<file path="config.mk">
export PLATFORM = sky130hd
export DESIGN_NAME = rass_iter_stage
export DESIGN_NICKNAME = d
export VERILOG_FILES = /design/src/rtl/rass_pkg.sv /design/src/rtl/rass_iter_stage.sv
export SDC_FILE = /design/constraint.sdc
export NUM_CORES = 1
export LEC_CHECK = 0
export BUFFER_PORTS_ARGS = -buffer_cell sky130_fd_sc_hd__buf_2
export CELL_PAD_IN_SITES_DETAIL_PLACEMENT = 1
export CELL_PAD_IN_SITES_GLOBAL_PLACEMENT = 2
export CORE_MARGIN = 10
export CORE_UTILIZATION = 34
export CTS_CLUSTER_DIAMETER = 40
export DETAILED_ROUTE_END_ITERATION = 6
export GPL_ROUTABILITY_DRIVEN = 0
export PLACE_DENSITY_LB_ADDON = 0.1
export REMOVE_ABC_BUFFERS = 1
export SLEW_MARGIN = 20
export SYNTH_ARGS = -nofsm -noshare
export SYNTH_HDL_FRONTEND = slang
export SYNTH_SLANG_ARGS = --single-unit
</file>
<file path="constraint.sdc">
create_clock -name clk -period 7.9 [get_ports clk]
set_input_delay 0 -clock clk [delete_from_list [all_inputs] [get_ports clk]]
set_output_delay 0 -clock clk [all_outputs]
set_load 0.05 [all_outputs]
</file>
<file path="src/rtl/rass_pkg.sv">
// Shared types, constants and the CORDIC angle table for the random axis-angle sampler.
// No dependencies.
package rass_pkg;

  localparam int unsigned ONE_Q16    = 65536;
  localparam int unsigned PI_Q16     = 205887;
  localparam int unsigned DEG180_Q16 = 11796480;
  localparam int unsigned CORDIC_K   = 652032874;
  localparam int unsigned ITERS      = 24;
  localparam int unsigned ROOT_ITERS = 17;
  localparam int unsigned IDX_W      = $clog2(ITERS);

  localparam logic [1:0] CFG_MAX_ANGLE  = 2'd0;
  localparam logic [1:0] CFG_ANGLE_LAW  = 2'd1;
  localparam logic [1:0] CFG_ANGLE_UNIT = 2'd2;

  typedef struct packed {
    logic               err;
    logic               zero;
    logic signed [17:0] zq;
    logic [1:0]         quad;
    logic [16:0]        n3;
    logic signed [33:0] cx;
    logic signed [33:0] cy;
    logic signed [32:0] ca;
    logic [33:0]        sq_rad;
    logic [21:0]        sq_rem;
    logic [16:0]        sq_root;
    logic [50:0]        cb_rad;
    logic [39:0]        cb_rem;
    logic [16:0]        cb_y;
    logic [33:0]        cb_y2;
  } stage_t;

  function automatic logic signed [32:0] turn_atan(input logic [IDX_W-1:0] k);
    logic [31:0] v;
    unique case (k)
      5'd0:  v = 32'h20000000;
      5'd1:  v = 32'h12E4051E;
      5'd2:  v = 32'h09FB385B;
      5'd3:  v = 32'h051111D4;
      5'd4:  v = 32'h028B0D43;
      5'd5:  v = 32'h0145D7E1;
      5'd6:  v = 32'h00A2F61E;
      5'd7:  v = 32'h00517C55;
      5'd8:  v = 32'h0028BE53;
      5'd9:  v = 32'h00145F2F;
      5'd10: v = 32'h000A2F98;
      5'd11: v = 32'h000517CC;
      5'd12: v = 32'h00028BE6;
      5'd13: v = 32'h000145F3;
      5'd14: v = 32'h0000A2FA;
      5'd15: v = 32'h0000517D;
      5'd16: v = 32'h000028BE;
      5'd17: v = 32'h0000145F;
      5'd18: v = 32'h00000A30;
      5'd19: v = 32'h00000518;
      5'd20: v = 32'h0000028C;
      5'd21: v = 32'h00000146;
      5'd22: v = 32'h000000A3;
      5'd23: v = 32'h00000051;
      default: v = 32'h0;
    endcase
    return $signed({1'b0, v});
  endfunction

endpackage

</file>
<file path="src/rtl/rass_iter_stage.sv">
// One registered iteration: a CORDIC step, plus square- and cube-root digits while k < 17.
// Depends on rass_pkg.
module rass_iter_stage (
  input  logic                          clk,
  input  logic                          rst,
  input  logic                          en,
  input  logic [rass_pkg::IDX_W-1:0]    k,
  input  logic                          in_valid,
  input  rass_pkg::stage_t              in_data,
  output logic                          out_valid,
  output rass_pkg::stage_t              out_data
);
  import rass_pkg::*;

  stage_t             d_next;
  logic signed [33:0] xs;
  logic signed [33:0] ys;
  logic [21:0]        sq_sh;
  logic [21:0]        sq_test;
  logic [39:0]        cb_sh;
  logic [39:0]        cb_test;
  logic [33:0]        y2x4;
  logic               roots_on;

  always_comb begin
    d_next   = in_data;
    roots_on = ({1'b0, k} < (IDX_W + 1)'(ROOT_ITERS));
    xs = in_data.cx >>> k;
    ys = in_data.cy >>> k;
    if (!in_data.ca[32]) begin
      d_next.cx = in_data.cx - ys;
      d_next.cy = in_data.cy + xs;
      d_next.ca = in_data.ca - turn_atan(k);
    end else begin
      d_next.cx = in_data.cx + ys;
      d_next.cy = in_data.cy - xs;
      d_next.ca = in_data.ca + turn_atan(k);
    end

    sq_sh   = {in_data.sq_rem[19:0], in_data.sq_rad[33:32]};
    sq_test = {3'b0, in_data.sq_root, 2'b01};
    cb_sh   = {in_data.cb_rem[36:0], in_data.cb_rad[50:48]};
    cb_test = ({6'b0, in_data.cb_y2} << 3) + ({6'b0, in_data.cb_y2} << 2)
            + ({23'b0, in_data.cb_y} << 2) + ({23'b0, in_data.cb_y} << 1) + 40'd1;
    y2x4    = {in_data.cb_y2[31:0], 2'b00};
    if (roots_on) begin
      d_next.sq_rad = {in_data.sq_rad[31:0], 2'b00};
      if (sq_sh >= sq_test) begin
        d_next.sq_rem  = sq_sh - sq_test;
        d_next.sq_root = {in_data.sq_root[15:0], 1'b1};
      end else begin
        d_next.sq_rem  = sq_sh;
        d_next.sq_root = {in_data.sq_root[15:0], 1'b0};
      end
      d_next.cb_rad = {in_data.cb_rad[47:0], 3'b000};
      if (cb_sh >= cb_test) begin
        d_next.cb_rem = cb_sh - cb_test;
        d_next.cb_y   = {in_data.cb_y[15:0], 1'b1};
        d_next.cb_y2  = y2x4 + {15'b0, in_data.cb_y, 2'b00} + 34'd1;
      end else begin
        d_next.cb_rem = cb_sh;
        d_next.cb_y   = {in_data.cb_y[15:0], 1'b0};
        d_next.cb_y2  = y2x4;
      end
    end
  end

  always_ff @(posedge clk) begin
    if (rst) begin
      out_valid <= 1'b0;
    end else if (en) begin
      out_valid <= in_valid;
    end
  end

  always_ff @(posedge clk) begin
    if (en) begin
      out_data <= d_next;
    end
  end

endmodule

</file>
== After elaboration in Yosys (flattened, before gate mapping) ==
Memories as Yosys holds them, arrays and structs flattened.
Index checks and enable logic that the tools add are counted.

* Bits in registers: 356
* Latch bits: 0
* RAM bits: 0
* ROM bits: 1920
* Bits of input ports: 364
* Output and inout bits: 356
* Memories kept: 2

* Add/subtract/negate cells: 14
* Multipliers: 0
* Divide/modulo/power cells: 0
* $lt $le $gt $ge: 3
* Equality and inequality tests: 0
* Shift operators: 2
* Mux-type cells: 6
* Bitwise operators: 0
* Reduce and logical (&&, ||, !) cells: 0

{| class="wikitable"
|+ Memory list
! memory !! depth !! bits a word !! rd ports !! clocked after memory_dff !! wr ports !! RTL line !! source
|-
| (no name shown) || 32 || 30 || 1 || 0 || 0 || rass_pkg.sv:37 || <nowiki>unique case (k)</nowiki>
|-
| (no name shown) || 32 || 30 || 1 || 0 || 0 || rass_pkg.sv:37 ||
|}

{| class="wikitable"
|+ Operator list
! kind !! number
|-
| $mux W215 || 1
|-
| $mux W101 || 1
|-
| $mux W91 || 1
|-
| $add A34 B34 Y34 || 2
|-
| $sshr A34 B5 Y34 || 2
|-
| $sub A34 B34 Y34 || 2
|-
| $mux W32 || 2
|-
| $add A39 B18 Y40 || 1
|-
| $add A40 B1 Y40 const B || 1
|-
| $ge A40 B40 Y1 || 1
|-
| $sub A40 B40 Y40 || 1
|-
| $add A38 B19 Y39 || 1
|-
| $mux W39 || 1
|-
| $add A37 B36 Y38 || 1
|-
| $add A34 B1 Y34 const B || 1
|-
| $add A34 B19 Y34 || 1
|-
| $add A33 B33 Y33 || 1
|-
| $sub A33 B33 Y33 || 1
|-
| $ge A22 B19 Y1 || 1
|-
| $sub A22 B19 Y22 || 1
|-
| $lt A5 B5 Y1 const B || 1
|}

== Depth between registers and ports, before layout ==
* Depth in word-level cells: 7
* Depth in mapped cells: 28
* Mapped depth without buffers: 26

== Least setup slack after synthesis ==
Ideal clock, no wire load.

* Path type: input to register
* From: in in_data[1] (netlist bit)
* To: reg out_data[28] (netlist bit), data pin
* Arrival time: 5.649 ns
* Data required time: 7.764 ns
* Slack: 2.115 ns
* Cell stages on the path: 28
* Path buffers: 2
* Cell sequence: inv_1 > fa_1 > inv_1 > fa_1 > ha_1 > fa_1 > a21o_1 > nor3b_1 > o31ai_1 > a21oi_1 > o21ai_1 > o211ai_1 > nand2_1 > nand2_1 > a21oi_1 > xor2_1 > ha_1 > clkbuf_1 > inv_1 > o21ai_0 > a21oi_1 > o21a_1 > o21ai_0 > o211a_1 > o221ai_1 > clkbuf_1 > or4b_2 > nand3_1

{| class="wikitable"
|+ RTL lines
! item !! RTL line !! source
|-
| start, declared || rass_iter_stage.sv:9 || <nowiki>input rass_pkg::stage_t in_data,</nowiki>
|-
| end signal, assigned || rass_iter_stage.sv:78 || <nowiki>out_data <= d_next;</nowiki>
|-
| end, declared || rass_iter_stage.sv:11 || <nowiki>output rass_pkg::stage_t out_data</nowiki>
|}

==> metrics.txt <==
status completed; crit start category input port; ANT nets after route 0; initial core utilization 0.344; Syn-to-layout area delta 35.6%; first-pass GRT wire length 228000 um; worst reg2reg path startpoint out_valid$_SDFFE_PP0P_; Setup violations, final 0; cell accounting for the most synthesized area edfxtp_1; number of input and output port buffers inserted 719; Worst Reg2Reg Path Length in Cells 3; terminating pin of the worst hold path out_data[252]$_DFFE_PP_; maximum vdd ir drop 0.176 mV; number of antenna violations at the first check in global routing 21; Net Switching 5.17 mW; worst r2r dst out_valid$_SDFFE_PP0P_; critical path capture point type flip-flop; clock tree root driver cell clkbuf_16; first-pass detailed-route iteration total 7; maximum number of pins on one net before global-route repair 160; critical path's slowest cell dlygate4sd3_1; Yosys Warn Count 0; Worst-Margin Slew 1.05 ns; clock latency on the worst-skew pair 0.65 ns; Die Area 111000 um^2; crit path time final 7.22 ns; die boundary width 334 um; area fraction of the dominant cell type after synthesis 0.319; top_reg_cell synth edfxtp_1; post-detail-place hpwl 117000 um; number of placed I/O pins 720; class of the worst hold path in -> reg; Max Clk Rate 0.139 GHz; final critical-path share of the clock period 0.913; per-cell via count in the routed design 5.46; clock network power share 0.288; overall track demand over capacity in global routing 0.265; max_slew headroom 0.297; library cells used by synthesis 118; Final WS setup 0.684 ns; Via Count 33.3k; start point of the critical path in_data[7]; total overflow reported by the global router 0; standby leakage power 19.9 nW; combinational share of power 0.492; end-of-flow core utilization 0.467; EDFF count, synth 355; sequential area share after synthesis 0.319; register bit total from synthesis 356; share of layout cells above drive strength 1 0.228; Synth Instances 3636; launch instance of the worst min-delay path in_data[252]; number of buffers on the longest clock path 3; Core Area 97100 um^2; Critical Path Max Stage Delay 0.57 ns; clock slew at reported path FFs 0.05 ns; critical path data arrival time 7.63 ns; worst setup path category in -> reg; PwrDens 263 nW/um^2; clock tree from TritonCTS yes; leading post-synthesis cells by instance count nand2_1, edfxtp_1, a21oi_1; Std-Cell Rows 114; required time at the endpoint of the critical path 8.32 ns; count of maximum capacitance violations 0; vias in the first global route 34.7k; Setup Total Neg Slack 0 ns; hold depth 3; dpl ws 0.884 ns; worst-case register-to-register setup slack 6.67 ns; Pint 6.76 mW; maximum clock skew at final layout 0 ns; final count of pins violating max slew 0; number of nets in the finished design 5395; share of async-settable or async-resettable flops after synthesis 0; DRC 0; share of total power in sequential cells 0.220; CTS Buf Count 82; RSZ-0062 raised after global routing no; Sw Ratio 0.433; crit-path max FO 42; synthesized area per cell 9.19 um^2; CTS H-tree lvls 3; die height 334 um; number of hold-slack violations in the final timing report 0; combined area of all synthesized cells 33400 um^2; post-layout total power 11.9 mW; dominant cell by count in the synthesized netlist nand2_1; wire length per cell 25.1 um; cell types with the largest area share after synthesis edfxtp_1, ha_1, nand2_1; Num Clock Sinks 356; total routed wirelength 153000 um; iteration-0 DRC count of the detailed router 2202
layer usage:
metal  vias up  global-route usage  routed length (um)  part of all wire
li1      15700                   -                   -                 -
met2       989               0.453               74000              0.48
met4        22              0.0872                4890             0.032
met3       220              0.0542                9560             0.062
met1     16400               0.330               64500              0.42
met5         -                   0                 125           0.00082
what timing repair did:
action                                  4_1_cts  5_1_grt
hold buffers                                423        0
endpoints found under the setup margin        0       29
buffers inserted                              0        4
endpoints found under the hold margin       406        0
gates resized for setup                       0        2
worst max-delay path by stage:
| stage | to | depth (start not counted) |
|---|---|---|
| after CTS | out_data[77]$_DFFE_PP_ | 27 |
| after global placement | out_data[87]$_DFFE_PP_ | 25 |
| after floorplan | out_data[178]$_DFFE_PP_ | 4 |
| after detailed placement | out_data[56]$_DFFE_PP_ | 24 |
| after global routing | out_data[77]$_DFFE_PP_ | 27 |
| final | out_data[77]$_DFFE_PP_ | 27 |
power groups by stage:
stage	clock network [mW]	logic, mW	registers, mW
after floorplan	0	2.74	3.77
after global placement	0	5.52	2.65
after detailed placement	0	5.54	2.65
after CTS	3.50	5.86	2.63
after global routing	3.60	6.35	2.66
final	3.44	5.87	2.63
placed cells by master (no fill, tap or decap), drive strengths merged, types with 23 or more instances in the layout:
master / instances
fa: 38
a211oi: 27
nand2b: 36
nand3: 67
nor3: 50
mux2i: 77
o21ai: 189
o211ai: 27
o21a: 45
nor2b: 30
xnor2: 166
and2: 31
o21bai: 39
clkbuf: 85
mux4: 89
buf: 774
clkinv: 40
a31oi: 102
inv: 180
xor2: 95
nor2: 242
ha: 249
edfxtp: 355
a21o: 107
mux2: 31
dlygate4sd3: 423
o31ai: 23
a21oi: 276
nand2: 595
worst max-delay path: cells and delay by family:
family	cells	cell delay (ns)
compound gates	11	2.49
xor+xnor	1	0.18
fa+ha+maj	4	1.65
buf+inv	7	1.99
simple gates	4	1.29
kinds of logic (layout without fill, tap and decap cells):
| family | Yosys count | count (layout) | synth area share |
|---|---|---|---|
| fa+ha+maj | 287 | 287 | 0.116 |
| other cells | 0 | 12 | 0 |
| simple gates | 1186 | 1186 | 0.161 |
| buf+inv | 350 | 1522 | 0.0462 |
| xor+xnor | 261 | 261 | 0.0684 |
| flops | 356 | 356 | 0.319 |
| compound gates | 999 | 999 | 0.194 |
| mux | 197 | 197 | 0.0946 |
per-stage QoR:
| stage | cells | area [um^2] | hold WS [ns] |
|---|---|---|---|
| 5_1_grt | 6091 | 45300 | 0.0322 |
| 2_1_floorplan | 3463 | 32600 | 0.0724 |
| 3_5_place_dp | 5509 | 38300 | 0.162 |
| 6_report | 6096 | 45300 | 0.0373 |
| 3_3_place_gp | 5509 | 38300 | 0.160 |
| 4_1_cts | 6080 | 45200 | 0.000933 |
sequential cells by signal, indices dropped and copies added (netlist names):
register   cells
out_data     355
out_valid      1
area by class of cell:
cell class,count,area (um^2)
diodes,12,30.0
inverters,177,664
clock inverters,63,689
repair buffers,1197,8350
fillers,11200,51800
multi-input cells,2930,21300
flip-flops and latches,356,10700
well taps,1276,1600
clock buffers,85,2060
Note: power is estimated with default switching activity, not from simulation.
